### config.mk
export PLATFORM = sky130hd
export DESIGN_NAME = hfm_exp
export DESIGN_NICKNAME = d
export VERILOG_FILES = /design/src/rtl/hfm_pkg.sv /design/src/rtl/hfm_exp.sv
export SDC_FILE = /design/constraint.sdc
export NUM_CORES = 2
export LEC_CHECK = 0
export ABC_AREA = 1
export BUFFER_PORTS_ARGS = -buffer_cell sky130_fd_sc_hd__buf_2
export CORE_AREA = 2 2 342 310
export CTS_CLUSTER_DIAMETER = 80
export DETAILED_ROUTE_END_ITERATION = 6
export DIE_AREA = 0 0 344 312
export HOLD_SLACK_MARGIN = 0.05
export PLACE_DENSITY = 0.76
export SYNTH_ARGS = -nofsm -noshare
export SYNTH_HDL_FRONTEND = slang
export SYNTH_SLANG_ARGS = --single-unit
### constraint.sdc
create_clock -name clk -period 16.45 [get_ports clk]
set_clock_uncertainty 0.05 [all_clocks]
set_input_delay 3.29 -clock clk [delete_from_list [all_inputs] [get_ports clk]]
set_output_delay 3.29 -clock clk [all_outputs]
set_load 0.005 [all_outputs]
### src/rtl/hfm_pkg.sv
`default_nettype none

package hfm_pkg;

	// Field and register widths
	localparam int IDX_W    = 10;
	localparam int DIM_W    = 11;
	localparam int CTR_W    = 10;
	localparam int GAIN_W   = 16;
	localparam int STEEP_W  = 10;
	localparam int CUTOFF_W = 8;

	// Largest plane edge; bigger register values are clamped to it
	localparam logic [DIM_W-1:0] MAX_DIM = 11'd1024;

	// Gain format: unsigned Q4.12
	localparam int GAIN_FRAC_BITS = 12;

	// Datapath widths
	localparam int SQ_W        = 2 * IDX_W;          // one squared offset
	localparam int R2_W        = SQ_W + 1;           // squared radius
	localparam int NUM_W       = STEEP_W + R2_W;     // c10 * r2
	localparam int D0SQ_W      = 2 * CUTOFF_W;       // D0^2
	localparam int XQ_INT_BITS = 4;                  // x < 16 once not saturated
	localparam int DEN_W       = D0SQ_W + XQ_INT_BITS; // 10 * D0^2 < 16 * D0^2
	localparam int Q16         = 16;
	localparam int XQ_W        = Q16 + XQ_INT_BITS;  // x in Q16
	localparam int Y_W         = 21;                 // x * log2(e) in Q16, below 24.0
	localparam int N_W         = Y_W - Q16;          // integer part of y
	localparam int P_W         = Q16 + 1;            // 2^-f in Q16, up to 1.0

	localparam logic [Q16-1:0] ROUND_Q16 = 16'h8000;
	localparam logic [P_W-1:0] LOG2E_Q16 = 17'd94548;

	// Taylor polynomial for 2^-f, highest order first, Horner form
	localparam int HORNER_STEPS = 6;
	localparam logic [P_W-1:0] EXP2_COEF [HORNER_STEPS+1] = '{
		17'd10, 17'd87, 17'd630, 17'd3638, 17'd15743, 17'd45426, 17'd65536
	};

	// Register reset values
	localparam logic [GAIN_W-1:0]   GAMMA_HIGH_RST = GAIN_W'(2 << GAIN_FRAC_BITS);
	localparam logic [GAIN_W-1:0]   GAMMA_LOW_RST  = GAIN_W'((2 << GAIN_FRAC_BITS) / 10);
	localparam logic [STEEP_W-1:0]  STEEP_MIN      = 10'd10;
	localparam logic [STEEP_W-1:0]  STEEP_RST      = 10'd10;
	localparam logic [CUTOFF_W-1:0] CUTOFF_RST     = 8'd5;
	localparam logic [DIM_W-1:0]    PLANE_RST      = 11'd512;

	// Configuration port
	localparam int PADDR_W = 5;
	localparam int PDATA_W = 32;

	typedef enum logic [2:0] {
		REG_GAMMA_HIGH = 3'd0,
		REG_GAMMA_LOW  = 3'd1,
		REG_STEEPNESS  = 3'd2,
		REG_CUTOFF     = 3'd3,
		REG_PLANE_ROWS = 3'd4,
		REG_PLANE_COLS = 3'd5
	} reg_idx_t;

	// Settings as the datapath sees them (clamped / derived)
	typedef struct packed {
		logic [GAIN_W-1:0]  gamma_high;
		logic [GAIN_W-1:0]  gamma_low;
		logic [STEEP_W-1:0] c10;
		logic [DEN_W-1:0]   den;
		logic [CTR_W-1:0]   row_ctr;
		logic [CTR_W-1:0]   col_ctr;
	} cfg_t;

	// Center coordinate of one plane axis, after clamping the edge length
	function automatic logic [CTR_W-1:0] plane_center(input logic [DIM_W-1:0] dim);
		logic [DIM_W-1:0] lim;
		lim = (dim > MAX_DIM) ? MAX_DIM : dim;
		return lim[DIM_W-1:1];
	endfunction

endpackage

`default_nettype wire

### src/rtl/hfm_exp.sv
`default_nettype none

module hfm_exp import hfm_pkg::*; (
	input  wire logic            clk,
	input  wire logic            arst_n,
	input  wire logic            in_valid,
	input  wire logic            sat,
	input  wire logic [XQ_W-1:0] xq,
	output logic                 out_valid,
	output logic [P_W-1:0]       e
);

	localparam int YP_W  = XQ_W + P_W;   // x * log2(e) product
	localparam int HP_W  = P_W + Q16;    // Horner product
	localparam int SUM_W = P_W + 7;      // p plus rounding half, n up to 23

	typedef struct packed {
		logic             valid;
		logic             sat;
		logic [N_W-1:0]   n;
		logic [Q16-1:0]   f;
		logic [P_W-1:0]   p;
	} hst_t;

	logic [YP_W-1:0] yprod;
	hst_t            seed;
	hst_t            hst_s [HORNER_STEPS+1];
	logic            vld_s8;
	logic [P_W-1:0]  e_s8;

	// y = x * log2(e), split into integer n and fraction f
	always_comb begin
		yprod      = YP_W'(xq) * YP_W'(LOG2E_Q16) + YP_W'(ROUND_Q16);
		seed.valid = in_valid;
		seed.sat   = sat;
		seed.n     = yprod[Q16+Y_W-1:2*Q16];
		seed.f     = yprod[2*Q16-1:Q16];
		seed.p     = EXP2_COEF[0];
	end

	always_ff @(posedge clk or negedge arst_n) begin
		if (!arst_n) begin
			hst_s[0] <= '0;
		end else begin
			hst_s[0] <= seed;
		end
	end

	// One Horner step per stage: p = c_k - round(p * f)
	for (genvar k = 1; k <= HORNER_STEPS; k++) begin : g_horner
		logic [HP_W-1:0] prod;
		hst_t            nxt;

		always_comb begin
			prod  = HP_W'(hst_s[k-1].p) * HP_W'(hst_s[k-1].f) + HP_W'(ROUND_Q16);
			nxt   = hst_s[k-1];
			nxt.p = EXP2_COEF[k] - prod[HP_W-1:Q16];
		end

		always_ff @(posedge clk or negedge arst_n) begin
			if (!arst_n) begin
				hst_s[k] <= '0;
			end else begin
				hst_s[k] <= nxt;
			end
		end
	end

	// Scale by 2^-n with round to nearest
	logic [SUM_W-1:0] half;
	logic [SUM_W-1:0] sum;
	logic [SUM_W-1:0] scaled;

	always_comb begin
		half   = (hst_s[HORNER_STEPS].n == '0) ? '0 :
			(SUM_W'(1) << (hst_s[HORNER_STEPS].n - N_W'(1)));
		sum    = SUM_W'(hst_s[HORNER_STEPS].p) + half;
		scaled = sum >> hst_s[HORNER_STEPS].n;
	end

	always_ff @(posedge clk or negedge arst_n) begin
		if (!arst_n) begin
			vld_s8 <= 1'b0;
		end else begin
			vld_s8 <= hst_s[HORNER_STEPS].valid;
		end
	end

	always_ff @(posedge clk) begin
		e_s8 <= hst_s[HORNER_STEPS].sat ? '0 : scaled[P_W-1:0];
	end

	assign out_valid = vld_s8;
	assign e         = e_s8;

endmodule

`default_nettype wire

==> results_dict.tcl <==
set metrics [dict create \
    final_area_sq_um 63900 \
    synth_area_sq_um 61900 \
    post_synth.cell_area_avg_sq_um 7.36 \
    clock.fmax_ghz 0.122 \
    worst_pin_slew_ps 1060 \
    num_io_pins 42 \
    postPlaceCellArea_sq_um 62800 \
    clk_root_buf "clkbuf_16" \
    wl_per_cell_um 16.1 \
    cts_num_sinks 256 \
    whs_ps 296 \
    grt_setup_unrepaired "false" \
    r2r_end "hst_s[10]" \
    num_rows 112 \
    period_needed_ps 8200 \
    tritoncts "built" \
    synth-warning-count 0 \
    hpwlAfterDp_um 126000 \
    cts.reportedPaths.clkPinSlew_ps 60 \
    seq_area_sq_um 6320 \
    met1_usage_pct 43.6 \
    hold_path_depth 0 \
    globalRoute.totalOverflow 0 \
    crit_path_cell_trace "buf_2 > ha_1 > fa_1 > inv_1 > fa_1 > fa_1 > inv_1 > fa_1 > inv_1 > fa_1 > inv_1 > ha_1 > nand2_1 > nor2_1 > nand2_1 > clkinv_1 > nand4_1 > nand4_1 > nand2_1 > nor2_1 > nand2_1 > nor2_2 > nand2_1 > xor2_1" \
    timing.final.max_slew_violations 0 \
    number_of_flops_mapped_to_enable_cells_by_yosys 0 \
    mostFrequentLayoutCell "nand2_1" \
    final.period_utilization_pct 49.8 \
    drt_drc_violations_left 0 \
    final_cell_mix "nand2_1, inv_1, fa_1" \
    min-delay-path-class "register to register" \
    startpoint_class_of_the_critical_path "primary input" \
    portBuffers 41 \
    slew_headroom_pct 29.0 \
    syn2layout_area_growth_pct 3.25 \
    num-fill-cells 9346 \
    totalNegativeSetupSlack_ps 0 \
    initialDrtViolationCount 4091 \
    cp.required_ps 16830 \
    tritoncts.num_buffers 34 \
    dieArea_sq_um 107000 \
    initial_core_util_pct 59.9 \
    num_antenna_cells 0 \
    outcome "finished, final reports clean" \
    number_of_instances_in_the_synthesized_netlist 8416 \
    design.core.area_sq_um 103000 \
    globalRouteMet3Util_pct 4.56 \
    timing.setup.critical_path_class "primary input to register" \
    crit_arrival_ps 8580 \
    groute.layer.met2.usage_pct 47.5 \
    drv.max_cap_violation_count 0 \
    final_hold_fails 0 \
    cts.repair.resized 0 \
    chipHeight_um 312 \
    rr_worst_depth 24 \
    drive_above_1_share_pct 2.27 \
    route.vias.total 50588 \
    grt_pass1_vias 52198 \
    antenna_violations_before_repair 1 \
    postSynthRegisterBits 256 \
    number_of_nets_in_the_layout 9998 \
    crit_path_end_kind "register" \
    antenna_left 0 \
    totalWireLength_um 155000 \
    timing.critical_path.slowest_stage_cell "fa_1" \
    ctsHoldBuffers 0 \
    cp-startpoint "xq[6]" \
    cts.repair_timing.setup_buffer_count 0 \
    drt_pass1_iterations 6 \
    share_of_synthesized_area_occupied_by_flip_flops_and_latches_pct 10.2 \
    synth_cell_types 57 \
    crit_fanout 6 \
    multi_input_area_sq_um 45600 \
    async_flop_share_pct 93.4 \
    critical-path-max-stage-delay_ps 550 \
    htree_num_levels 2 \
    utilization_pct 61.8 \
    rrSetupSlack_ps 9590 \
    worst_skew_pair.late_latency_ps 580 \
    setup_viol 0 \
    synth_flop_type "dfrtp_1" \
    grt_util_all_layers_pct 30.0 \
    global_route.peak_usage_layer "met2" \
    ctsLongestPathBuffers 3 \
    pin_count_of_the_biggest_net_entering_global_routing 148 \
    detail_route.vias_per_cell 5.27 \
    globalplace.congestion 0.964 \
    wire_length_of_the_first_global_routing_pass_um 261000 \
    synthesis.nets 10199 \
    crit_end "g_horner[1].nxt[29]" \
    dieWidth_um 344 \
    critical_path.reg2reg.startpoint "g_horner[6].nxt[24]" \
]
state kept, by name, summed over array words and instances, names as in the netlist:
name,flops
out_valid,1
g_horner.nxt,138
hst_s,100
e,17
worst max-delay path: cells and delay by family:
kind | cells | cell delay, ps
XOR/XNOR | 1 | 150
adder cells (fa/ha/maj) | 7 | 3240
buffers and inverters | 6 | 420
AND/OR/NAND/NOR | 10 | 1460
cells in the mapped netlist, drive strengths merged (3+ instances only):
cell type	n	area, sq um
a21boi	3	22.5
a21o	6	45.0
a21oi	187	947
a31oi	7	43.8
and2	19	123
buf	8	41.3
clkbuf	274	1030
clkinv	3	11.3
dfrtp	239	5980
dfxtp	17	340
fa	990	19800
ha	769	9620
inv	2372	8900
nand2	2460	9300
nand3	304	1570
nand3b	22	165
nand4	71	444
nor2	371	1490
nor3	40	215
nor4	12	75.1
o211ai	5	37.5
o21a	4	30.0
o21ai	109	561
o21bai	20	165
xnor2	34	305
xor2	57	529
cell families after synthesis:
| group | share of synthesized area [%] |
|---|---|
| xor+xnor | 1.35 |
| mux | 0.0162 |
| buf+inv | 16.1 |
| other cells | 0.0121 |
| simple gates | 21.7 |
| flops | 10.2 |
| fa+ha+maj | 47.5 |
| compound gates | 3.06 |
cell type report:
class                   count  area share, %
inverters                2375           13.9
repair buffers             45          0.403
clock buffers              45           1.49
well taps                1368           2.68
multi-input cells        5503           71.3
clock inverters            16          0.252
flip-flops and latches    256           9.89
through the flow:
| step | setup WS (ps) | cells |
|---|---|---|
| 6_report | 8250 | 9608 |
| 3_3_place_gp | 7680 | 9547 |
| 3_5_place_dp | 7640 | 9547 |
| 5_1_grt | 7920 | 9608 |
| 2_1_floorplan | 8460 | 8416 |
| 4_1_cts | 8250 | 9608 |
how the worst min path moves through the flow:
stage                                    from             endpoint  slack (ps)
final                     g_horner[5].nxt[38]  g_horner[6].nxt[38]         300
after global routing      g_horner[5].nxt[38]  g_horner[6].nxt[38]         300
after CTS                 g_horner[6].nxt[34]            hst_s[34]         300
after detailed placement  g_horner[6].nxt[34]            hst_s[34]         280
after global placement    g_horner[6].nxt[37]            hst_s[37]         280
after floorplan           g_horner[1].nxt[33]  g_horner[2].nxt[33]         280
routing by layer:
metal / part of all wire (%) / wire length, um
met5: 0 / 0
met4: 2.1 / 3230
met3: 8.3 / 12900
met2: 45 / 69900
met1: 44 / 68800
Power is left out: the tool's default activity adds up to more than one toggle a clock period on the data nets, which glitch-free logic cannot reach.
