--- src/rtl/hfm_pkg.sv ---
`default_nettype none

package hfm_pkg;

	// Field and register widths
	localparam int IDX_W    = 10;
	localparam int DIM_W    = 11;
	localparam int CTR_W    = 10;
	localparam int GAIN_W   = 16;
	localparam int STEEP_W  = 10;
	localparam int CUTOFF_W = 8;

	// Largest plane edge; bigger register values are clamped to it
	localparam logic [DIM_W-1:0] MAX_DIM = 11'd1024;

	// Gain format: unsigned Q4.12
	localparam int GAIN_FRAC_BITS = 12;

	// Datapath widths
	localparam int SQ_W        = 2 * IDX_W;          // one squared offset
	localparam int R2_W        = SQ_W + 1;           // squared radius
	localparam int NUM_W       = STEEP_W + R2_W;     // c10 * r2
	localparam int D0SQ_W      = 2 * CUTOFF_W;       // D0^2
	localparam int XQ_INT_BITS = 4;                  // x < 16 once not saturated
	localparam int DEN_W       = D0SQ_W + XQ_INT_BITS; // 10 * D0^2 < 16 * D0^2
	localparam int Q16         = 16;
	localparam int XQ_W        = Q16 + XQ_INT_BITS;  // x in Q16
	localparam int Y_W         = 21;                 // x * log2(e) in Q16, below 24.0
	localparam int N_W         = Y_W - Q16;          // integer part of y
	localparam int P_W         = Q16 + 1;            // 2^-f in Q16, up to 1.0

	localparam logic [Q16-1:0] ROUND_Q16 = 16'h8000;
	localparam logic [P_W-1:0] LOG2E_Q16 = 17'd94548;

	// Taylor polynomial for 2^-f, highest order first, Horner form
	localparam int HORNER_STEPS = 6;
	localparam logic [P_W-1:0] EXP2_COEF [HORNER_STEPS+1] = '{
		17'd10, 17'd87, 17'd630, 17'd3638, 17'd15743, 17'd45426, 17'd65536
	};

	// Register reset values
	localparam logic [GAIN_W-1:0]   GAMMA_HIGH_RST = GAIN_W'(2 << GAIN_FRAC_BITS);
	localparam logic [GAIN_W-1:0]   GAMMA_LOW_RST  = GAIN_W'((2 << GAIN_FRAC_BITS) / 10);
	localparam logic [STEEP_W-1:0]  STEEP_MIN      = 10'd10;
	localparam logic [STEEP_W-1:0]  STEEP_RST      = 10'd10;
	localparam logic [CUTOFF_W-1:0] CUTOFF_RST     = 8'd5;
	localparam logic [DIM_W-1:0]    PLANE_RST      = 11'd512;

	// Configuration port
	localparam int PADDR_W = 5;
	localparam int PDATA_W = 32;

	typedef enum logic [2:0] {
		REG_GAMMA_HIGH = 3'd0,
		REG_GAMMA_LOW  = 3'd1,
		REG_STEEPNESS  = 3'd2,
		REG_CUTOFF     = 3'd3,
		REG_PLANE_ROWS = 3'd4,
		REG_PLANE_COLS = 3'd5
	} reg_idx_t;

	// Settings as the datapath sees them (clamped / derived)
	typedef struct packed {
		logic [GAIN_W-1:0]  gamma_high;
		logic [GAIN_W-1:0]  gamma_low;
		logic [STEEP_W-1:0] c10;
		logic [DEN_W-1:0]   den;
		logic [CTR_W-1:0]   row_ctr;
		logic [CTR_W-1:0]   col_ctr;
	} cfg_t;

	// Center coordinate of one plane axis, after clamping the edge length
	function automatic logic [CTR_W-1:0] plane_center(input logic [DIM_W-1:0] dim);
		logic [DIM_W-1:0] lim;
		lim = (dim > MAX_DIM) ? MAX_DIM : dim;
		return lim[DIM_W-1:1];
	endfunction

endpackage

`default_nettype wire

--- src/rtl/hfm_div.sv ---
`default_nettype none

module hfm_div import hfm_pkg::*; (
	input  wire logic             clk,
	input  wire logic             arst_n,
	input  wire logic             in_valid,
	input  wire logic [NUM_W-1:0] num,
	input  wire logic [DEN_W-1:0] den,
	output logic                  out_valid,
	output logic                  sat,
	output logic [XQ_W-1:0]       xq
);

	typedef struct packed {
		logic             valid;
		logic             sat;
		logic [DEN_W-1:0] rem;
		logic [XQ_W-1:0]  lo;
		logic [XQ_W-1:0]  quo;
	} div_stage_t;

	// Index 0 is the entry register, then one quotient bit per stage
	div_stage_t stg_s [XQ_W+1];

	logic       over;
	div_stage_t entry;

	// Entry: flag x >= 16, seed the remainder with num / 16 (below den when not flagged)
	always_comb begin
		over        = num >= NUM_W'({den, XQ_INT_BITS'(0)});
		entry.valid = in_valid;
		entry.sat   = over;
		entry.rem   = over ? '0 : num[DEN_W+XQ_INT_BITS-1:XQ_INT_BITS];
		entry.lo    = {num[XQ_INT_BITS-1:0], Q16'(0)};
		entry.quo   = '0;
	end

	always_ff @(posedge clk or negedge arst_n) begin
		if (!arst_n) begin
			stg_s[0] <= '0;
		end else begin
			stg_s[0] <= entry;
		end
	end

	// Restoring divide, MSB first
	for (genvar k = 0; k < XQ_W; k++) begin : g_stage
		logic [DEN_W:0] trial;
		logic [DEN_W:0] diff;
		logic           fits;
		div_stage_t     nxt;

		always_comb begin
			trial     = {stg_s[k].rem, stg_s[k].lo[XQ_W-1]};
			diff      = trial - {1'b0, den};
			fits      = trial >= {1'b0, den};
			nxt       = stg_s[k];
			nxt.rem   = fits ? diff[DEN_W-1:0] : trial[DEN_W-1:0];
			nxt.lo    = {stg_s[k].lo[XQ_W-2:0], 1'b0};
			nxt.quo   = {stg_s[k].quo[XQ_W-2:0], fits};
		end

		always_ff @(posedge clk or negedge arst_n) begin
			if (!arst_n) begin
				stg_s[k+1] <= '0;
			end else begin
				stg_s[k+1] <= nxt;
			end
		end
	end

	assign out_valid = stg_s[XQ_W].valid;
	assign sat       = stg_s[XQ_W].sat;
	assign xq        = stg_s[XQ_W].quo;

endmodule

`default_nettype wire

--- config.mk ---
export PLATFORM = sky130hd
export DESIGN_NAME = hfm_div
export DESIGN_NICKNAME = d
export VERILOG_FILES = /design/src/rtl/hfm_pkg.sv /design/src/rtl/hfm_div.sv
export SDC_FILE = /design/constraint.sdc
export NUM_CORES = 2
export LEC_CHECK = 0
export BUFFER_PORTS_ARGS = -buffer_cell sky130_fd_sc_hd__buf_2
export CORE_ASPECT_RATIO = 0.7
export CORE_MARGIN = 10
export CORE_UTILIZATION = 40
export DETAILED_ROUTE_END_ITERATION = 6
export PLACE_DENSITY = 0.62
export SYNTH_ARGS = -nofsm -noshare
export SYNTH_HDL_FRONTEND = slang
export SYNTH_SLANG_ARGS = --single-unit
--- constraint.sdc ---
create_clock -name clk -period 3.69 [get_ports clk]
set_input_delay 0.369 -clock clk [delete_from_list [all_inputs] [get_ports clk]]
set_output_delay 0.369 -clock clk [all_outputs]
set_load 0.02 [all_outputs]
==> impl_metrics.py <==
metrics = {
    "outcome": {
        "status": "completed",
    },
    "synthesis": {
        "synth_edf_count": 0,
        "synth_xor_area_share_pct": 6.52,
        "post-synth-top-count-cell": "dfrtp_1",
        "synth_mux_area_share_pct": 5.12,
        "synth.area.top_cells": "dfrtp_1, ha_1, a21oi_1",
        "synthArstFlopShare_pct": 100,
        "synthFlopType": "dfrtp_1",
        "yosys.area_share.simple_pct": 11.3,
        "seq_area_frac_synth_pct": 42.5,
        "synth_common_cells": "dfrtp_1, ha_1, a21oi_1",
        "synth_fa_ha_area_share_pct": 14.4,
        "syn-cell-area_um2": 39000,
        "yosys_warnings": 0,
        "syn_inst": 3805,
        "postSynthNetCount": 4297,
        "ys_ff_latch": 662,
        "yosysTopAreaCellShare_pct": 42.5,
        "yosysUniqueCellTypes": 81,
        "synth_top_family_by_area": "compound AO/OA/AOI/OAI gates",
        "syn-mean-instance-area_um2": 10.2,
        "synth_area_leader_cell": "dfrtp_1",
        "synth_compound_area_share_pct": 18.0,
    },
    "timing": {
        "setup_viol_count_final": 0,
        "finalCritPeriodShare_pct": 94.7,
        "worst_pin_slew_ps": 906,
        "skew_ps": 39.5,
        "grt_setup_unrepaired": "no",
        "max_slew_margin_pct": 39.5,
        "tns_ps": 0,
        "finalCriticalPeriod_ps": 3500,
        "fmax_mhz": 286,
        "final-hold-violation-count": 0,
        "finalMaxSlewViolations": 0,
    },
    "detailed_routing": {
        "routed_wl_um": 103000,
        "drt_iter0_drc": 2555,
        "wire_per_inst_um": 19.1,
        "route.detailed.drc": 0,
        "postRouteAntennaNets": 0,
        "drt-vias-per-instance": 5.40,
        "vias": 29200,
        "dr.pass1.iters": 7,
    },
    "clocking": {
        "ctsRootBufferMaster": "clkbuf_16",
        "cts.sinks": 662,
        "clock_latency_ps": 670,
        "path_clk_slew_ps": 60,
        "cts_setup_buffers": 0,
        "tritoncts": "done",
        "cts_buffers": 73,
        "cts_buffer_depth": 3,
        "h-tree-depth": 3,
        "cts_resized": 0,
    },
    "global_route": {
        "grt_pass1_wl_um": 164000,
        "antenna_found_initial": 3,
        "grt_usage_pct": 18.7,
        "grt_max_degree": 129,
        "first_global_vias": 28100,
        "grt_remaining_overflow": 0,
    },
    "critical_path": {
        "rr_worst_depth": 12,
        "critPathLaunchType": "register",
        "worstSetupPathType": "reg -> reg",
        "worst_path_largest_cell_delay_ps": 500,
        "worst_ep_arrival_time_ps": 4030,
        "path_cells": "ha_1 > nor2b_1 > o31a_1 > o31ai_1 > buf_4 > nand3_1 > a31oi_2 > o31ai_1 > o2111a_1 > a2111oi_4 > buf_4 > o21ai_0",
        "crit_family": "compound AO/OA/AOI/OAI gates",
        "cp-end-kind": "register",
        "crit_buf_inv": 2,
        "critPathMaxFanout": 17,
        "crit_slowest_cell": "a2111oi_4",
        "crit_cells": 12,
        "required_ps": 4230,
    },
    "floorplanning": {
        "pin_count": 76,
        "initial_core_util_pct": 40.5,
        "die_x_um": 393,
        "die_area_um2": 110000,
        "core.rowCount": 95,
        "core_um2": 96300,
        "die_h_um": 281,
    },
    "pwr": {
        "power.density_nw_per_um2": 823,
        "power_frac_clock_pct": 20.8,
        "p_seq_share_pct": 30.3,
        "swShare_pct": 38.3,
        "p_int_mw": 23.0,
        "net-switching-power_mw": 14.3,
        "power_frac_comb_pct": 48.9,
        "peakVddDrop_v": 0.000438,
        "leakagePower_nw": 21.8,
        "finalPower_mw": 37.3,
    },
    "placement": {
        "gp_congestion": 0.925,
        "placed_area_um2": 42400,
        "portBuffers": 75,
        "dp.cells": 5250,
        "hpwl_um": 76800,
    },
    "hold_path": {
        "hp-class": "in -> reg",
        "min_path_cells": 2,
    },
    "final_layout": {
        "finalNetCount": 4581,
        "drive_gt1_share_pct": 14.2,
        "final_cell_area_um2": 45300,
        "syn_to_final_growth_pct": 16.1,
        "instances_no_fill": 5407,
        "n_antenna_cell": 0,
    },
    "job": {
        "max_cap_violations": 0,
    },
}
[state kept, by name, summed over array words and instances, names as in the netlist]
name           count
sat                1
out_valid          1
xq                20
g_stage.nxt      236
g_stage.trial    404
[per-layer routing]
| metal | vias up | wire, um | global-route usage (%) |
|---|---|---|---|
| li1 | 14300 | - | - |
| met1 | 14100 | 54500 | 29.7 |
| met2 | 699 | 41200 | 26.0 |
| met3 | 109 | 5790 | 3.36 |
| met4 | 0 | 1700 | 3.57 |
| met5 | - | 0 | 0 |
[per-stage QoR]
| step | hold slack [ps] | util [%] | setup slack, ps |
|---|---|---|---|
| 2_1_floorplan | 73.4 | - | 134 |
| 3_3_place_gp | 331 | 44.1 | -232 |
| 3_5_place_dp | 335 | 44.1 | -188 |
| 4_1_cts | 3.44 | 47.0 | 163 |
| 5_1_grt | 16.3 | 47.0 | 94.6 |
| 6_report | 25.3 | 47.0 | 194 |
[logic make-up (layout without fill, tap and decap cells)]
kind of cell | after synthesis | count (layout)
XOR/XNOR | 290 | 290
AO/OA/AOI/OAI | 1114 | 1114
multiplexers | 173 | 173
adder cells (fa/ha/maj) | 438 | 438
buffers and inverters | 203 | 544
flip-flops | 662 | 662
AND/OR/NAND/NOR | 925 | 925
[layout make-up]
class                   instances  area (um2)
repair buffers                287        2440
clock buffers                 102        2160
multi-input cells            2940       21600
fillers                      8975       51000
inverters                     125         469
flip-flops and latches        662       16600
clock inverters                30         404
well taps                    1261        1580
[what timing repair did]
| action | CTS | global route |
|---|---|---|
| hold buffers | 25 | 0 |
| setup endpoints to repair | 0 | 2 |
| hold endpoints to repair | 76 | 0 |
[power groups by stage]
stage / clock network [mW] / logic, mW / registers [mW]
global placement: 0 / 17.7 / 11.4
finish: 7.75 / 18.2 / 11.3
detailed placement: 0 / 17.9 / 11.4
global route: 8.30 / 20.4 / 11.5
floorplan: 0 / 13.7 / 10.7
CTS: 8.00 / 18.1 / 11.3
[worst register-to-register path, cell delays in order (launching register included)]
cell       delay, ps
dfrtp_1          470
ha_1             350
nor2b_1          160
o31a_1           270
o31ai_1          190
buf_4            160
nand3_1           90
a31oi_2          250
o31ai_1          150
o2111a_1         310
a2111oi_4        500
buf_4            330
o21ai_0          140
[layout by cell type, fill, tap and decap left out, drive strengths merged, types with 19 or more instances in the layout]
master | synthesis | routed
a211oi | 34 | 34
dlygate4sd3 | 0 | 25
nor3 | 44 | 44
nand2 | 263 | 263
o31ai | 26 | 26
dfrtp | 662 | 662
and2 | 37 | 37
o21bai | 36 | 36
ha | 419 | 419
mux2 | 157 | 157
xnor2 | 176 | 176
o21ai | 278 | 278
inv | 125 | 127
nand2b | 61 | 61
nor2b | 57 | 57
nor2 | 264 | 264
a21boi | 30 | 30
fa | 19 | 19
nand3 | 66 | 66
xor2 | 114 | 114
a21o | 175 | 175
buf | 37 | 262
o21a | 57 | 57
nand4 | 48 | 48
clkbuf | 41 | 102
a31oi | 32 | 32
a21oi | 324 | 324
[final timing paths]
| check | start | endpoint | slack [ps] |
|---|---|---|---|
| max | g_stage[7].trial[1]$_DFF_PN0_ | g_stage[8].trial[5]$_DFF_PN0_ | 190 |
| min | num[4] | g_stage[0].trial[1]$_DFF_PN0_ | 30 |
| max reg2reg | g_stage[7].trial[1]$_DFF_PN0_ | g_stage[8].trial[5]$_DFF_PN0_ | 190 |
| min reg2reg | g_stage[10].nxt[8]$_DFF_PN0_ | g_stage[11].nxt[9]$_DFF_PN0_ | 340 |
| max in group asynchronous | arst_n | g_stage[9].trial[6]$_DFF_PN0_ | 2310 |
| min in group asynchronous | arst_n | g_stage[19].trial[19]$_DFF_PN0_ | 280 |
Note: power is estimated with default switching activity, not from simulation.
