--- config.mk ---
export PLATFORM = sky130hd
export DESIGN_NAME = hfm_blend
export DESIGN_NICKNAME = d
export VERILOG_FILES = /design/src/rtl/hfm_pkg.sv /design/src/rtl/hfm_blend.sv
export SDC_FILE = /design/constraint.sdc
export NUM_CORES = 1
export LEC_CHECK = 0
export BUFFER_PORTS_ARGS = -buffer_cell sky130_fd_sc_hd__buf_2
export CAP_MARGIN = 20
export CORE_ASPECT_RATIO = 0.9
export CORE_MARGIN = 10
export CORE_UTILIZATION = 30
export CTS_BUF_LIST = sky130_fd_sc_hd__clkbuf_4 sky130_fd_sc_hd__clkbuf_8 sky130_fd_sc_hd__clkbuf_16
export DETAILED_ROUTE_END_ITERATION = 10
export PLACE_DENSITY = 0.56
export REMOVE_ABC_BUFFERS = 1
export SETUP_SLACK_MARGIN = 0.15
export SLEW_MARGIN = 10
export SYNTH_ARGS = -nofsm -noshare
export SYNTH_HDL_FRONTEND = slang
export SYNTH_SLANG_ARGS = --single-unit
--- constraint.sdc ---
create_clock -name clk -period 17.03 [get_ports clk]
set_input_delay 0 -clock clk [delete_from_list [all_inputs] [get_ports clk]]
set_output_delay 0 -clock clk [all_outputs]
set_load 0.02 [all_outputs]
--- src/rtl/hfm_pkg.sv ---
`default_nettype none

package hfm_pkg;

	// Field and register widths
	localparam int IDX_W    = 10;
	localparam int DIM_W    = 11;
	localparam int CTR_W    = 10;
	localparam int GAIN_W   = 16;
	localparam int STEEP_W  = 10;
	localparam int CUTOFF_W = 8;

	// Largest plane edge; bigger register values are clamped to it
	localparam logic [DIM_W-1:0] MAX_DIM = 11'd1024;

	// Gain format: unsigned Q4.12
	localparam int GAIN_FRAC_BITS = 12;

	// Datapath widths
	localparam int SQ_W        = 2 * IDX_W;          // one squared offset
	localparam int R2_W        = SQ_W + 1;           // squared radius
	localparam int NUM_W       = STEEP_W + R2_W;     // c10 * r2
	localparam int D0SQ_W      = 2 * CUTOFF_W;       // D0^2
	localparam int XQ_INT_BITS = 4;                  // x < 16 once not saturated
	localparam int DEN_W       = D0SQ_W + XQ_INT_BITS; // 10 * D0^2 < 16 * D0^2
	localparam int Q16         = 16;
	localparam int XQ_W        = Q16 + XQ_INT_BITS;  // x in Q16
	localparam int Y_W         = 21;                 // x * log2(e) in Q16, below 24.0
	localparam int N_W         = Y_W - Q16;          // integer part of y
	localparam int P_W         = Q16 + 1;            // 2^-f in Q16, up to 1.0

	localparam logic [Q16-1:0] ROUND_Q16 = 16'h8000;
	localparam logic [P_W-1:0] LOG2E_Q16 = 17'd94548;

	// Taylor polynomial for 2^-f, highest order first, Horner form
	localparam int HORNER_STEPS = 6;
	localparam logic [P_W-1:0] EXP2_COEF [HORNER_STEPS+1] = '{
		17'd10, 17'd87, 17'd630, 17'd3638, 17'd15743, 17'd45426, 17'd65536
	};

	// Register reset values
	localparam logic [GAIN_W-1:0]   GAMMA_HIGH_RST = GAIN_W'(2 << GAIN_FRAC_BITS);
	localparam logic [GAIN_W-1:0]   GAMMA_LOW_RST  = GAIN_W'((2 << GAIN_FRAC_BITS) / 10);
	localparam logic [STEEP_W-1:0]  STEEP_MIN      = 10'd10;
	localparam logic [STEEP_W-1:0]  STEEP_RST      = 10'd10;
	localparam logic [CUTOFF_W-1:0] CUTOFF_RST     = 8'd5;
	localparam logic [DIM_W-1:0]    PLANE_RST      = 11'd512;

	// Configuration port
	localparam int PADDR_W = 5;
	localparam int PDATA_W = 32;

	typedef enum logic [2:0] {
		REG_GAMMA_HIGH = 3'd0,
		REG_GAMMA_LOW  = 3'd1,
		REG_STEEPNESS  = 3'd2,
		REG_CUTOFF     = 3'd3,
		REG_PLANE_ROWS = 3'd4,
		REG_PLANE_COLS = 3'd5
	} reg_idx_t;

	// Settings as the datapath sees them (clamped / derived)
	typedef struct packed {
		logic [GAIN_W-1:0]  gamma_high;
		logic [GAIN_W-1:0]  gamma_low;
		logic [STEEP_W-1:0] c10;
		logic [DEN_W-1:0]   den;
		logic [CTR_W-1:0]   row_ctr;
		logic [CTR_W-1:0]   col_ctr;
	} cfg_t;

	// Center coordinate of one plane axis, after clamping the edge length
	function automatic logic [CTR_W-1:0] plane_center(input logic [DIM_W-1:0] dim);
		logic [DIM_W-1:0] lim;
		lim = (dim > MAX_DIM) ? MAX_DIM : dim;
		return lim[DIM_W-1:1];
	endfunction

endpackage

`default_nettype wire

--- src/rtl/hfm_blend.sv ---
`default_nettype none

module hfm_blend import hfm_pkg::*; (
	input  wire logic              clk,
	input  wire logic              arst_n,
	input  wire logic              in_valid,
	input  wire logic [P_W-1:0]    e,
	input  wire logic [GAIN_W-1:0] gamma_high,
	input  wire logic [GAIN_W-1:0] gamma_low,
	output logic                   done,
	output logic [GAIN_W-1:0]      filter_gain
);

	localparam logic [P_W-1:0] E_ONE = P_W'(1) << Q16;
	localparam int BP_W = GAIN_W + P_W;

	logic              vld_s1, vld_s2, vld_s3;
	logic [P_W-1:0]    m_s1;
	logic [GAIN_W-1:0] t_s2;
	logic [GAIN_W-1:0] gain_s3;

	logic              inverted;
	logic [GAIN_W-1:0] span;
	logic [BP_W-1:0]   prod;

	// Gain span; a low gain above the high gain gives an inverted mask
	always_comb begin
		inverted = gamma_high < gamma_low;
		span     = inverted ? gamma_low - gamma_high : gamma_high - gamma_low;
		prod     = BP_W'(span) * BP_W'(m_s1) + BP_W'(ROUND_Q16);
	end

	always_ff @(posedge clk or negedge arst_n) begin
		if (!arst_n) begin
			vld_s1 <= 1'b0;
			vld_s2 <= 1'b0;
			vld_s3 <= 1'b0;
		end else begin
			vld_s1 <= in_valid;
			vld_s2 <= vld_s1;
			vld_s3 <= vld_s2;
		end
	end

	// s1 mask 1 - exp(-x), s2 scaled span, s3 offset by the low gain
	always_ff @(posedge clk) begin
		m_s1    <= E_ONE - e;
		t_s2    <= prod[GAIN_W+Q16-1:Q16];
		gain_s3 <= inverted ? gamma_low - t_s2 : gamma_low + t_s2;
	end

	assign done        = vld_s3;
	assign filter_gain = gain_s3;

endmodule

`default_nettype wire

==> results of run 1 <==
## synthesized netlist by cell type, drive strengths merged, types with 5 or more instances
master  number
inv        304
fa         209
nand2      184
ha         159
and2       113
xnor2       53
dfxtp       49
a21oi       41
clkbuf      31
nor2        30
o21ai       30
a21o        22
nor2b       21
xor2        21
and3        14
nor3        11
buf          9
nand3        9
nand2b       7
or3          7
a21boi       6
a31oi        6
o21bai       5
o31ai        5
or4          5
## path summary, 6_finish.rpt
check | slack (ps) | end | startpoint | cells past startpoint
hold reg to reg | 360 | done | vld_s2 | 0
hold / removal | 30 | filter_gain[1] | gamma_low[1] | 2
setup / recovery | 8250 | t_s2[15] | gamma_low[0] | 35
min in group asynchronous | 540 | vld_s1 | arst_n | 3
setup reg to reg | 10450 | t_s2[15] | m_s1[6] | 21
max in group asynchronous | 16350 | done | arst_n | 3
## cells by family after synthesis
| kind of cell | count (synthesis) | share of synthesized area, % |
|---|---|---|
| multiplexers | 6 | 0.5381 |
| AO/OA/AOI/OAI | 145 | 7.970 |
| XOR/XNOR | 75 | 5.503 |
| AND/OR/NAND/NOR | 413 | 16.66 |
| adder cells (fa/ha/maj) | 368 | 50.10 |
| buffers and inverters | 344 | 10.66 |
| flip-flops | 52 | 8.569 |
## metrics by stage
step           hold WS (ps)  util (%)
3_3_place_gp         -206.1     32.68
6_report              29.54     33.60
2_1_floorplan        -295.6         -
5_1_grt               47.60     33.60
4_1_cts               25.83     33.60
3_5_place_dp         -201.6     32.68
## cell type report
type / instances / area, um2
clock buffer: 6 / 132.6
clock inverter: 2 / 13.76
fill: 4322 / 26980
inverter: 304 / 1141
multi-input combinational: 1007 / 9998
sequential: 52 / 1056
tap: 540 / 675.6
timing repair buffer: 100 / 638.1
## worst register-to-register path: stages, from the launching register on
cell	delay, ps
dfxtp_1	880
nand2_1	170
fa_1	550
inv_1	60
fa_1	500
inv_1	50
fa_1	530
inv_1	50
fa_1	460
fa_1	490
inv_1	50
fa_1	470
inv_1	40
ha_1	290
a21o_1	190
a21o_1	170
a21o_1	180
a21o_1	180
a311o_1	400
a31oi_1	290
o21ai_1	130
xnor3_1	330
## metal layers
layer | part of all wire, % | wire length [um] | track usage, % | vias up
met3 | 4.2 | 1333 | 1.879 | 30
met2 | 48 | 15140 | 22.83 | 178
li1 | - | - | - | 4424
met1 | 46 | 14710 | 17.99 | 4620
met5 | 0 | 0 | 0 | -
met4 | 1.8 | 565 | 3.045 | 0
## registers in the layout (all words and copies together), names as in the netlist
signal / count
m_s1: 17
filter_gain: 16
t_s2: 16
done: 1
vld_s1: 1
vld_s2: 1
==> results.yml, run 1 <==
critical_path:
  critPathBufInv: 8
  cp-end-kind: "flip-flop"
  crit_arrival_ps: 8980
  crit_slowest_cell: "xor2_2"
  critPathKind: "input pin to flip-flop"
  crit_family: "adder cells"
  start_kind: "input pin"
  cpPeakStageDelay_ps: 790
  required_ps: 17230
  worstPathMaxFanout: 18
  path_common_cell: "fa_1"
clock_tree:
  clkLatencyLatePin_ps: 320
  cts_htree_levels: 2
  cts_tree: "yes"
  holdBufCountCts: 23
  cts-resized-gates: 0
  post_cts_buffers: 0
  cts_sinks: 52
  path_clk_slew_ps: 80
  cts_buffer_depth: 2
  cts-buffers-inserted: 5
  clock-root-buffer: "clkbuf_16"
logic_synthesis:
  synthArstFlopShare_pct: 5.769
  yosysSeqAreaShare_pct: 8.569
  ys_ff_latch: 52
  yosysTopAreaCell: "fa_1"
  synth_cell_types: 65
  ys.flop_type: "dfxtp_1"
  synth_area_um2: 12320
  avgSynthCellArea_um2: 8.783
  yosys_warnings: 0
  synth_edf_count: 0
  synth_top_area_share_pct: 33.95
  ys_top_cells_by_area: "fa_1 (34%), ha_1 (16%), inv_1 (9.3%), dfxtp_1 (8.0%), and2_1 (5.7%)"
  syn_inst: 1403
finish:
  area_delta_synth_final_pct: 10.81
  antenna_cells: 0
  final_layout_size_suffix_gt1_share_pct: 7.682
  stdcell_area_um2: 13660
  final_cell_mix: "inv_1 (304), fa_1 (209), nand2_1 (183)"
  finalNetCount: 1890
  stdcell_count: 2011
  final_common_cell: "inv_1"
sta:
  max-slew-margin-rel_pct: 30.37
  fin_setup_tns_ps: 0
  hold_violations: 0
  setup_ws_ps: 8251
  final-setup-viol-count: 0
  max_freq_ghz: 0.1139
  tightest_slew_ps: 1039
  fin_crit_sh_pct: 51.55
  min_period_ps: 8779
  slew_violations: 0
  finClkSkew_ps: 11.36
  rsz0062_at_grt: "false"
global_routing:
  grt_pass1_wl_mm: 53.68
  grt_max_degree: 26
  grt_overflow: 0
  antenna_found_initial: 0
  grt_pass1_vias: 10230
  track_usage_pct: 13.53
place:
  place_ws_ps: 8404
  placed_area_um2: 13280
  port_buffers: 68
  dp.cells: 1980
  dp_hpwl_mm: 25.20
  gp_congestion: 0.8427
detailed_routing:
  drtIter0Drc: 380
  drt-pass1-iter-count: 5
  wl_per_cell_um: 15.79
  drt_wl_total_mm: 31.75
  viasPerCell: 4.601
  antenna_left: 0
  vias: 9252
  drc: 0
die:
  dieArea_um2: 49590
  ioPinCount: 69
  core_area_um2: 40640
  std_cell_rows: 70
  die_w_um: 233.6
  die_y_um: 212.3
  initial_core_util_pct: 30.32
run:
  drv_cap: 0
outcome:
  status: "finished clean"
min_path:
  hp-class: "input pin to flip-flop"
Power of run 1 is left out: the tool's default activity adds up to more than one toggle a clock period on the data nets, which glitch-free logic cannot reach.
==> run 2: changes to the inputs <==
==> constraint.sdc (replaced) <==
create_clock -name clk -period 8.5 [get_ports clk]
set_input_delay 0 -clock clk [delete_from_list [all_inputs] [get_ports clk]]
set_output_delay 0 -clock clk [all_outputs]
set_load 0.02 [all_outputs]
==> results.yml, run 2 (synthesis results as in run 1) <==
outcome:
  status: "finished clean"
global_routing:
  use_met1_pct: 18.56
  grt_pass1_vias: 10210
  grt_max_degree: 19
  grtUsageMet2_pct: 22.92
  grtUsageMet3_pct: 1.599
  grt_pass1_wl_mm: 53.74
  grt.busiest_layer: "met2"
  track_usage_pct: 13.57
  grt_overflow: 0
  antenna_found_initial: 0
critical_path:
  critPathKind: "input pin to flip-flop"
  rrSetupSlack_ps: 1980
  cp-end-kind: "flip-flop"
  r2r-end: "t_s2[15]"
  start_kind: "input pin"
  r2r-start: "m_s1[7]"
  crit_slowest_cell: "fa_1"
  path_common_cell: "inv_1"
  cpPeakStageDelay_ps: 550
  required_ps: 8710
  worstPathMaxFanout: 18
  crit_arrival_ps: 8050
  reg2reg_depth: 21
detailed_routing:
  drtIter0Drc: 451
  vias: 9352
  drt-pass1-iter-count: 5
  drt_wl_total_mm: 31.96
  antenna_left: 0
  wl_per_cell_um: 15.75
  drc: 0
  viasPerCell: 4.609
die:
  ioPinCount: 69
  std_cell_rows: 70
  core_area_um2: 40640
  dieArea_um2: 49590
  initial_core_util_pct: 30.32
  die_y_um: 212.3
  die_w_um: 233.6
min_path:
  hp-start: "gamma_low[1]"
  hold_depth: 2
  hp-class: "input pin to flip-flop"
  whs_endpoint: "filter_gain[1]"
clock_tree:
  cts_tree: "yes"
  cts_htree_levels: 2
  clock-root-buffer: "clkbuf_16"
  cts_sinks: 52
  cts_buffer_depth: 2
  cts-buffers-inserted: 5
  path_clk_slew_ps: 80
  clkLatencyLatePin_ps: 320
place:
  gp_congestion: 0.8444
  port_buffers: 68
  dp_hpwl_mm: 25.97
finish:
  finalNetCount: 1908
  top_register: "m_s1"
  final_common_cell: "inv_1"
  largest_register_ffs: 17
  area_delta_synth_final_pct: 11.96
  final_layout_size_suffix_gt1_share_pct: 8.462
  antenna_cells: 0
  final_cell_mix: "inv_1 (304), fa_1 (209), nand2_1 (183)"
sta:
  rsz0062_at_grt: "false"
  max_freq_ghz: 0.1275
  tightest_slew_ps: 899.2
  fin_crit_sh_pct: 92.26
  final-setup-viol-count: 0
  fin_setup_tns_ps: 0
  min_period_ps: 7842
  hold_violations: 0
  max-slew-margin-rel_pct: 39.97
  finClkSkew_ps: 10.46
  slew_violations: 0
run:
  drv_cap: 0
[run 2: changes by cell type in the layout (fill, tap and decap cells not counted), moves of 2 or more]
cell	change
buf_4	+16
xnor2_1	+2
xnor2_2	-2
xor2_1	+3
xor2_2	-3
[run 2: final cells by class]
type                    count  area, um2
clock buffers               5      125.1
fillers                  4283      26840
clock inverters             3      46.29
inverters                 304       1141
flip-flops and latches     52       1056
well taps                 540      675.6
multi-input cells        1007       9973
repair buffers            118      779.5
[run 2: worst max-delay path by stage]
stage	startpoint	endpoint	slack, ps	cells after the start
after floorplan	gamma_high[0]	t_s2[15]	350	29
after global placement	gamma_high[11]	t_s2[15]	330	30
after detailed placement	gamma_high[0]	t_s2[15]	250	36
after CTS	gamma_high[0]	t_s2[15]	600	36
after global routing	gamma_high[0]	t_s2[15]	140	36
final	gamma_high[0]	t_s2[15]	660	35
[run 2: worst max-delay path: cells and delay by family]
| family | cells | cell delay, ps |
|---|---|---|
| AOI/OAI and AO/OA | 12 | 2590 |
| xor gates and xnor gates | 2 | 580 |
| adders and majority gates | 9 | 3580 |
| buffers and inverters | 9 | 680 |
| muxes | 1 | 310 |
| and+or+nand+nor | 2 | 300 |
[run 2: layer usage]
| metal | vias to the layer above | wire length, um |
|---|---|---|
| li1 | 4469 | - |
| met1 | 4677 | 15220 |
| met2 | 180 | 15150 |
| met3 | 26 | 1277 |
| met4 | 0 | 311 |
| met5 | - | 0 |
[run 2: metrics by stage]
step	setup slack [ps]	hold WS (ps)	utilization, %	instance area, um2	std cells
4_1_cts	603.6	50.23	33.87	13770	2028
2_1_floorplan	350.4	-295.6	-	12150	1363
6_report	658.0	40.79	33.95	13800	2029
5_1_grt	137.1	64.50	33.95	13800	2029
3_5_place_dp	253.3	-201.9	32.86	13350	1996
3_3_place_gp	332.4	-205.1	32.86	13350	1996
[run 2: what timing repair did]
action                                  CTS  global route
setup buffers                             0             1
endpoints found under the setup margin    0             3
hold buffers                             24             0
hold endpoints to repair                 22             0
gates resized for setup                   0             4
Power of run 2 is left out for the same reason.
