--- src/rtl/hfm_pkg.sv ---
`default_nettype none

package hfm_pkg;

	// Field and register widths
	localparam int IDX_W    = 10;
	localparam int DIM_W    = 11;
	localparam int CTR_W    = 10;
	localparam int GAIN_W   = 16;
	localparam int STEEP_W  = 10;
	localparam int CUTOFF_W = 8;

	// Largest plane edge; bigger register values are clamped to it
	localparam logic [DIM_W-1:0] MAX_DIM = 11'd1024;

	// Gain format: unsigned Q4.12
	localparam int GAIN_FRAC_BITS = 12;

	// Datapath widths
	localparam int SQ_W        = 2 * IDX_W;          // one squared offset
	localparam int R2_W        = SQ_W + 1;           // squared radius
	localparam int NUM_W       = STEEP_W + R2_W;     // c10 * r2
	localparam int D0SQ_W      = 2 * CUTOFF_W;       // D0^2
	localparam int XQ_INT_BITS = 4;                  // x < 16 once not saturated
	localparam int DEN_W       = D0SQ_W + XQ_INT_BITS; // 10 * D0^2 < 16 * D0^2
	localparam int Q16         = 16;
	localparam int XQ_W        = Q16 + XQ_INT_BITS;  // x in Q16
	localparam int Y_W         = 21;                 // x * log2(e) in Q16, below 24.0
	localparam int N_W         = Y_W - Q16;          // integer part of y
	localparam int P_W         = Q16 + 1;            // 2^-f in Q16, up to 1.0

	localparam logic [Q16-1:0] ROUND_Q16 = 16'h8000;
	localparam logic [P_W-1:0] LOG2E_Q16 = 17'd94548;

	// Taylor polynomial for 2^-f, highest order first, Horner form
	localparam int HORNER_STEPS = 6;
	localparam logic [P_W-1:0] EXP2_COEF [HORNER_STEPS+1] = '{
		17'd10, 17'd87, 17'd630, 17'd3638, 17'd15743, 17'd45426, 17'd65536
	};

	// Register reset values
	localparam logic [GAIN_W-1:0]   GAMMA_HIGH_RST = GAIN_W'(2 << GAIN_FRAC_BITS);
	localparam logic [GAIN_W-1:0]   GAMMA_LOW_RST  = GAIN_W'((2 << GAIN_FRAC_BITS) / 10);
	localparam logic [STEEP_W-1:0]  STEEP_MIN      = 10'd10;
	localparam logic [STEEP_W-1:0]  STEEP_RST      = 10'd10;
	localparam logic [CUTOFF_W-1:0] CUTOFF_RST     = 8'd5;
	localparam logic [DIM_W-1:0]    PLANE_RST      = 11'd512;

	// Configuration port
	localparam int PADDR_W = 5;
	localparam int PDATA_W = 32;

	typedef enum logic [2:0] {
		REG_GAMMA_HIGH = 3'd0,
		REG_GAMMA_LOW  = 3'd1,
		REG_STEEPNESS  = 3'd2,
		REG_CUTOFF     = 3'd3,
		REG_PLANE_ROWS = 3'd4,
		REG_PLANE_COLS = 3'd5
	} reg_idx_t;

	// Settings as the datapath sees them (clamped / derived)
	typedef struct packed {
		logic [GAIN_W-1:0]  gamma_high;
		logic [GAIN_W-1:0]  gamma_low;
		logic [STEEP_W-1:0] c10;
		logic [DEN_W-1:0]   den;
		logic [CTR_W-1:0]   row_ctr;
		logic [CTR_W-1:0]   col_ctr;
	} cfg_t;

	// Center coordinate of one plane axis, after clamping the edge length
	function automatic logic [CTR_W-1:0] plane_center(input logic [DIM_W-1:0] dim);
		logic [DIM_W-1:0] lim;
		lim = (dim > MAX_DIM) ? MAX_DIM : dim;
		return lim[DIM_W-1:1];
	endfunction

endpackage

`default_nettype wire

--- src/rtl/hfm_cfg.sv ---
`default_nettype none

module hfm_cfg import hfm_pkg::*; (
	input  wire logic               clk,
	input  wire logic               arst_n,
	input  wire logic               psel,
	input  wire logic               penable,
	input  wire logic               pwrite,
	input  wire logic [PADDR_W-1:0] paddr,
	input  wire logic [PDATA_W-1:0] pwdata,
	output logic      [PDATA_W-1:0] prdata,
	output logic                    pready,
	output cfg_t                    cfg
);

	logic [GAIN_W-1:0]   gamma_high_q;
	logic [GAIN_W-1:0]   gamma_low_q;
	logic [STEEP_W-1:0]  steep_q;
	logic [CUTOFF_W-1:0] cutoff_q;
	logic [DIM_W-1:0]    rows_q;
	logic [DIM_W-1:0]    cols_q;
	logic [STEEP_W-1:0]  c10_q;
	logic [D0SQ_W-1:0]   d0sq_q;
	logic [DEN_W-1:0]    den_q;

	logic                wr_en;
	reg_idx_t            reg_idx;
	logic [CUTOFF_W-1:0] d0;

	assign wr_en   = psel & penable & pwrite;
	assign reg_idx = reg_idx_t'(paddr[PADDR_W-1:2]);
	assign pready  = 1'b1;

	// Register file
	always_ff @(posedge clk or negedge arst_n) begin
		if (!arst_n) begin
			gamma_high_q <= GAMMA_HIGH_RST;
			gamma_low_q  <= GAMMA_LOW_RST;
			steep_q      <= STEEP_RST;
			cutoff_q     <= CUTOFF_RST;
			rows_q       <= PLANE_RST;
			cols_q       <= PLANE_RST;
		end else if (wr_en) begin
			unique case (reg_idx)
				REG_GAMMA_HIGH: gamma_high_q <= pwdata[GAIN_W-1:0];
				REG_GAMMA_LOW:  gamma_low_q  <= pwdata[GAIN_W-1:0];
				REG_STEEPNESS:  steep_q      <= pwdata[STEEP_W-1:0];
				REG_CUTOFF:     cutoff_q     <= pwdata[CUTOFF_W-1:0];
				REG_PLANE_ROWS: rows_q       <= pwdata[DIM_W-1:0];
				REG_PLANE_COLS: cols_q       <= pwdata[DIM_W-1:0];
				default: ;
			endcase
		end
	end

	// Read mux
	always_comb begin
		prdata = '0;
		unique case (reg_idx)
			REG_GAMMA_HIGH: prdata = PDATA_W'(gamma_high_q);
			REG_GAMMA_LOW:  prdata = PDATA_W'(gamma_low_q);
			REG_STEEPNESS:  prdata = PDATA_W'(steep_q);
			REG_CUTOFF:     prdata = PDATA_W'(cutoff_q);
			REG_PLANE_ROWS: prdata = PDATA_W'(rows_q);
			REG_PLANE_COLS: prdata = PDATA_W'(cols_q);
			default:        prdata = '0;
		endcase
	end

	// Derived terms; consumed several stages down the pipe, so a register or two is free
	assign d0 = (cutoff_q == '0) ? CUTOFF_W'(1) : cutoff_q;

	always_ff @(posedge clk or negedge arst_n) begin
		if (!arst_n) begin
			c10_q  <= STEEP_RST;
			d0sq_q <= D0SQ_W'(CUTOFF_RST) * D0SQ_W'(CUTOFF_RST);
			den_q  <= DEN_W'(10) * DEN_W'(CUTOFF_RST) * DEN_W'(CUTOFF_RST);
		end else begin
			c10_q  <= (steep_q < STEEP_MIN) ? STEEP_MIN : steep_q;
			d0sq_q <= D0SQ_W'(d0) * D0SQ_W'(d0);
			// 10 * D0^2 as shift-add
			den_q  <= (DEN_W'(d0sq_q) << 3) + (DEN_W'(d0sq_q) << 1);
		end
	end

	// Centers are needed in the very first stage, so they come straight from the registers
	always_comb begin
		cfg.gamma_high = gamma_high_q;
		cfg.gamma_low  = gamma_low_q;
		cfg.c10        = c10_q;
		cfg.den        = den_q;
		cfg.row_ctr    = plane_center(rows_q);
		cfg.col_ctr    = plane_center(cols_q);
	end

endmodule

`default_nettype wire

--- config.mk ---
export PLATFORM = sky130hd
export DESIGN_NAME = hfm_cfg
export DESIGN_NICKNAME = d
export VERILOG_FILES = /design/src/rtl/hfm_pkg.sv /design/src/rtl/hfm_cfg.sv
export SDC_FILE = /design/constraint.sdc
export NUM_CORES = 1
export LEC_CHECK = 0
export BUFFER_PORTS_ARGS = -buffer_cell sky130_fd_sc_hd__buf_2
export CAP_MARGIN = 20
export CELL_PAD_IN_SITES_DETAIL_PLACEMENT = 2
export CELL_PAD_IN_SITES_GLOBAL_PLACEMENT = 2
export CORE_MARGIN = 2
export CORE_UTILIZATION = 30
export DETAILED_ROUTE_END_ITERATION = 10
export PLACE_DENSITY_LB_ADDON = 0.2
export SETUP_SLACK_MARGIN = 0.02
export SKIP_LAST_GASP = 1
export SLEW_MARGIN = 20
export SYNTH_ARGS = -nofsm -noshare
export SYNTH_HDL_FRONTEND = slang
export SYNTH_SLANG_ARGS = --single-unit
--- constraint.sdc ---
create_clock -name clk -period 11.5 [get_ports clk]
set_input_delay 1.15 -clock clk [delete_from_list [all_inputs] [get_ports clk]]
set_output_delay 1.15 -clock clk [all_outputs]
set_load 0.01 [all_outputs]
==> results.cfg, run 1 <==
[status]
outcome = completed

[logic_synthesis]
netlist_instances = 645
ys_async_sr_fraction_pct = 100
synth-seq-cells = 115
ys_warn_count = 0
synth_edf_count = 0
ys_seq_area_share_pct = 40.7
synthFlopType = dfrtp_1
synth.avg_cell_area_um2 = 11.1
synth.cell_area_mm2 = 0.00714
synth.distinct_cells = 59

[global_route]
grt_antenna_before_repair = 0
grt_overflow_total = 0
grt_pass1_wl_um = 31000
use_met2_pct = 29.4
use_met1_pct = 18.6
grt.busiest_layer = met2
grtUsageMet3_pct = 4.19
grt.total_usage_pct = 16.1
grt_max_degree = 59
grt_pass1_vias = 5779

[layout]
post-route-util_pct = 36.2
mostFrequentLayoutCells = buf_2, dfrtp_1, mux2_2
num_antenna_cells = 0
drive_gt1_share_pct = 35.6
area_growth_syn_to_layout_pct = 18.6
multi_input_area_mm2 = 0.00380
seq_area_mm2 = 0.00291
final_common_cell = buf_2
nets = 850
n_fill_cell = 2537
final_cells = 1074

[clock_tree]
clock_sinks = 115
cts_max_level = 4
root_buffer = clkbuf_16
postCtsSetupBuffers = 0
hold_buffers = 0
clkSlewWorstSetupHoldPaths_ns = 0.06
max-clock-path-buffers = 2
numCtsBuffers = 17
cts_tree = built
clock_latency_ns = 0.42
cts_resized = 0

[setup_path]
critPathBufInv = 3
crit_fanout = 10
crit_path_frequent_cell = fa_1
arrival_ns = 4.90
worstPathCellList = nand2_1, inv_1, fa_1, fa_1, fa_1, inv_1, fa_1, inv_1, ha_1, and3_1, a221oi_2, o2bb2ai_1, o21ai_1, a21oi_1, a31oi_1
criticalPathCategory = reg2reg
cp_slowest_cell = dfstp_2
required_ns = 11.84
endpoint_kind = flip-flop
max_stage_delay_ns = 0.64
critPathTopFamily = adder cells
start_kind = flip-flop

[timing]
fin_crit_ns = 4.57
hold_viol = 0
setup_viol = 0
maxSlewViolCount = 0
slew_headroom_pct = 26.0
tightestPinTransition_ns = 1.11
rsz0062_at_grt = false
min_period_over_period_pct = 39.7
timing.final.ws_setup_ns = 6.93
fmax_mhz = 219
tns_ns = 0
finalClockSkew_ns = 0.00680

[placement]
dp.cells = 1042
globalplace.congestion = 0.755
port_buffers = 119
dp_hpwl_um = 14100
pre_cts_slack_ns = 6.86

[die]
coreArea_mm2 = 0.0234
dieArea_mm2 = 0.0250
placementRows = 56
die_w_um = 158
fp.dieH_um = 158
ios = 157
initial_core_util_pct = 30.5

[drt]
drtPass1Iterations = 3
post_drt_wl_per_cell_um = 17.8
drc = 0
route.vias.total = 5084
drtIter0Drc = 109
viasPerCell = 4.73
finalWirelength_um = 19100
ant_nets = 0

[power]
p_per_area_mw_per_mm2 = 261
p_leak_nw = 4.14
peakVddDrop_v = 0.0000990
finalPower_w = 0.00221

[job]
drv_cap = 0

[worst_hold_path]
hold_path_class = reg2reg
-- layout make-up --
| class | count | area share, % |
|---|---|---|
| multi-input combinational | 446 | 44.9 |
| tap | 319 | 4.72 |
| clock buffer | 19 | 5.23 |
| inverter | 42 | 1.86 |
| timing repair buffer | 120 | 7.15 |
| clock inverter | 13 | 1.77 |
| sequential | 115 | 34.4 |
-- worst register-to-register path: cells and delay by family (launching register included) --
kind	cells	cell delay, ns
AO/OA/AOI/OAI	5	0.96
adder cells (fa/ha/maj)	5	2.38
buffers and inverters	3	0.20
flip-flops	1	0.64
AND/OR/NAND/NOR	2	0.30
-- synthesized netlist by cell type (4+ instances only) --
library cell | number | area (um2)
a211oi_1 | 4 | 30.0
a21o_1 | 8 | 60.1
a21oi_1 | 28 | 140
a31oi_1 | 4 | 25.0
and2_1 | 17 | 106
and3_1 | 5 | 31.3
buf_2 | 9 | 45.0
buf_4 | 22 | 165
clkbuf_1 | 24 | 90.1
dfrtp_1 | 91 | 2280
dfstp_2 | 24 | 631
fa_1 | 25 | 500
ha_1 | 41 | 513
inv_1 | 42 | 158
mux2_2 | 78 | 878
mux2i_1 | 17 | 170
nand2_1 | 35 | 131
nand2b_1 | 7 | 43.8
nand3_1 | 6 | 30.0
nand4_1 | 5 | 31.3
nor2_1 | 30 | 113
nor2b_1 | 22 | 138
nor3b_1 | 5 | 37.5
o21a_1 | 4 | 30.0
o21ai_0 | 12 | 60.1
o21ai_1 | 5 | 25.0
o221ai_1 | 4 | 35.0
o22ai_1 | 8 | 50.1
xnor2_1 | 18 | 158
xor2_1 | 7 | 61.3
-- final timing paths --
| path | startpoint | end | slack [ns] | cells past startpoint |
|---|---|---|---|---|
| min reg2reg | d0sq_q[0]$_DFF_PN1_ | den_q[1]$_DFF_PN1_ | 0.38 | 0 |
| max | cutoff_q[2]$_DFFE_PN1P_ | d0sq_q[15]$_DFF_PN0_ | 6.93 | 15 |
| max in group asynchronous | arst_n | gamma_low_q[3]$_DFFE_PN0P_ | 9.43 | 2 |
| min | d0sq_q[0]$_DFF_PN1_ | den_q[1]$_DFF_PN1_ | 0.38 | 0 |
| max reg2reg | cutoff_q[2]$_DFFE_PN1P_ | d0sq_q[15]$_DFF_PN0_ | 6.93 | 15 |
| min in group asynchronous | arst_n | den_q[8]$_DFF_PN0_ | 0.81 | 1 |
-- cell families (layout without fill, tap and decap cells) --
group / Yosys count / after routing / share of synthesized area, %
compound gates: 96 / 96 / 9.22
mux: 96 / 96 / 15.0
simple gates: 144 / 144 / 10.7
flops: 115 / 115 / 40.7
buf+inv: 101 / 194 / 6.94
other cells: 2 / 19 / 0.105
fa+ha+maj: 66 / 66 / 14.2
xor+xnor: 25 / 25 / 3.07
-- sequential cells by signal, summed over array words and instances (netlist names) --
name,flops
den_q,18
cutoff_q,8
gamma_high_q,16
gamma_low_q,16
rows_q,11
steep_q,10
d0sq_q,15
cols_q,11
c10_q,10
-- report_power, final --
group / switching, W / leakage (nW) / internal [W]
registers: 0.0000857 / 1.40 / 0.000540
logic: 0.000578 / 2.45 / 0.000469
clock network: 0.000213 / 0.285 / 0.000328
total: 0.000877 / 4.14 / 0.00134
-- through the flow --
step,area [um2],hold WS [ns]
finish,8460,0.379
global route,8460,0.388
CTS,8460,0.381
detailed placement,7870,0.372
global placement,7870,0.375
floorplan,7200,0.356
-- layer usage --
layer	routed length [um]	share of wire, %
met5	0	0
met4	191	1.0
met3	901	4.7
met2	9980	52
met1	8000	42
(Power assumes the default switching activity.)
==> run 2: changes to the inputs <==
clock period = 3.9 ns   (was 11.5 ns; I/O delays follow)
==> results.cfg, run 2 (synthesis results as in run 1) <==
[timing]
setup_viol = 6
timing.final.ws_setup_ns = -0.0910
finalClockSkew_ns = 0.00935
fmax_mhz = 251
slew_headroom_pct = 43.8
rsz0062_at_grt = true
tns_ns = -0.262
maxSlewViolCount = 0
fin_crit_ns = 3.99
timing.hold.ws_ns = 0.0615
tightestPinTransition_ns = 0.842
min_period_over_period_pct = 102
hold_viol = 0

[global_route]
grt_pass1_vias = 6039
grt_max_degree = 116
grt_antenna_before_repair = 0
grt_pass1_wl_um = 32500
grt.total_usage_pct = 16.8
grt_overflow_total = 0

[setup_path]
required_ns = 4.23
crit_fanout = 3
startpoint = cutoff_q[2]$_DFFE_PN1P_
criticalPathCategory = reg2reg
endpoint_kind = flip-flop
arrival_ns = 4.32
worstReg2RegStart = cutoff_q[2]$_DFFE_PN1P_
start_kind = flip-flop

[power]
finalPower_w = 0.00732
peakVddDrop_v = 0.000338
p_leak_nw = 4.40
p_per_area_mw_per_mm2 = 817

[drt]
viasPerCell = 4.69
ant_nets = 0
post_drt_wl_per_cell_um = 18.0
drc = 0
drtIter0Drc = 162
route.vias.total = 5229
finalWirelength_um = 20100
drtPass1Iterations = 4

[die]
placementRows = 56
ios = 157
dieArea_mm2 = 0.0250
fp.dieH_um = 158
die_w_um = 158
coreArea_mm2 = 0.0234
initial_core_util_pct = 30.5

[clock_tree]
cts_tree = built
clock_latency_ns = 0.42
max-clock-path-buffers = 2
clock_sinks = 115
hold_buffers = 0
numCtsBuffers = 17
root_buffer = clkbuf_16
clkSlewWorstSetupHoldPaths_ns = 0.06
cts_max_level = 4

[placement]
port_buffers = 119
globalplace.congestion = 0.776
dp.cells = 1080
dp_hpwl_um = 14500

[layout]
largest_register = den_q
nets = 892
final_common_cell = buf_2
drive_gt1_share_pct = 42.4
area_growth_syn_to_layout_pct = 25.5
reg_top3 = den_q: 18 flops, gamma_high_q: 16 flops, gamma_low_q: 16 flops
largest_reg_flops = 18
mostFrequentLayoutCells = buf_2, dfrtp_1, mux2_2
n_fill_cell = 2553
num_antenna_cells = 0
final_cells = 1116
post-route-util_pct = 38.3

[worst_hold_path]
hold_path_class = in2async

[job]
drv_cap = 0

[status]
failed_checks = negative setup slack
outcome = complete, but fails checks
==> run 2: cell types whose count changed in the layout (fill, tap and decap cells not counted), sizes merged <==
cell and delta:
clkbuf -1, clkinv +1, buf +42
==> run 2: repair_timing <==
action / 4_1_cts / 5_1_grt
buffers inserted: 4 / 2
resized for setup: 13 / 10
endpoints found under the hold margin: 0 / 0
setup endpoints to repair: 6 / 7
pin swaps: 17 / 10
==> run 2: final timing paths <==
check | slack, ns | to | cells after the start
worst max-delay path | -0.09 | d0sq_q[15]$_DFF_PN0_ | 15
worst min-delay path | 0.06 | den_q[8]$_DFF_PN0_ | 2
worst max register to register | -0.09 | d0sq_q[15]$_DFF_PN0_ | 15
worst min register to register | 0.38 | den_q[1]$_DFF_PN1_ | 0
max in group asynchronous | 3.32 | cutoff_q[6]$_DFFE_PN0P_ | 2
min in group clk | 0.22 | gamma_high_q[14]$_DFFE_PN0P_ | 2
==> run 2: area by class of cell <==
type | instances | area [um2] | share of cell area (%)
Clock inverter | 14 | 155 | 1.73
Clock buffer | 18 | 429 | 4.79
Tap cell | 319 | 399 | 4.46
Sequential cell | 115 | 2910 | 32.5
Timing Repair Buffer | 162 | 958 | 10.7
Multi-Input combinational cell | 446 | 3950 | 44.1
Inverter | 42 | 158 | 1.76
==> run 2: per-layer routing <==
layer	vias up	track usage, %	part of all wire, %
li1	2441	-	-
met1	2672	19.8	42
met2	100	31.1	54
met3	16	3.32	3.6
met4	0	4.33	0.98
met5	-	0	0
==> run 2: power by group <==
| part | switching [W] | internal, W |
|---|---|---|
| registers | 0.000221 | 0.00159 |
| clock network | 0.000627 | 0.000948 |
| logic | 0.00201 | 0.00192 |
| total | 0.00286 | 0.00446 |
==> run 2: critical path, cell delays in order, from the launching register on <==
cell and delay [ns]:
dfstp_2 0.59, buf_12 0.12, nand2_4 0.05, fa_1 0.50, xor2_1 0.20, xnor2_1 0.17
fa_1 0.46, fa_1 0.51, inv_2 0.05, ha_4 0.23, a21o_4 0.22, a221oi_4 0.34
o2bb2ai_2 0.11, o21ai_2 0.14, a21oi_1 0.08, a31oi_1 0.15
==> run 2: per-stage QoR <==
step | area [um2] | worst slack [ns]
finish | 8950 | -0.0910
global route | 8950 | -0.278
CTS | 8900 | -0.132
detailed placement | 8250 | -0.218
global placement | 8250 | -0.114
floorplan | 7280 | -0.0686
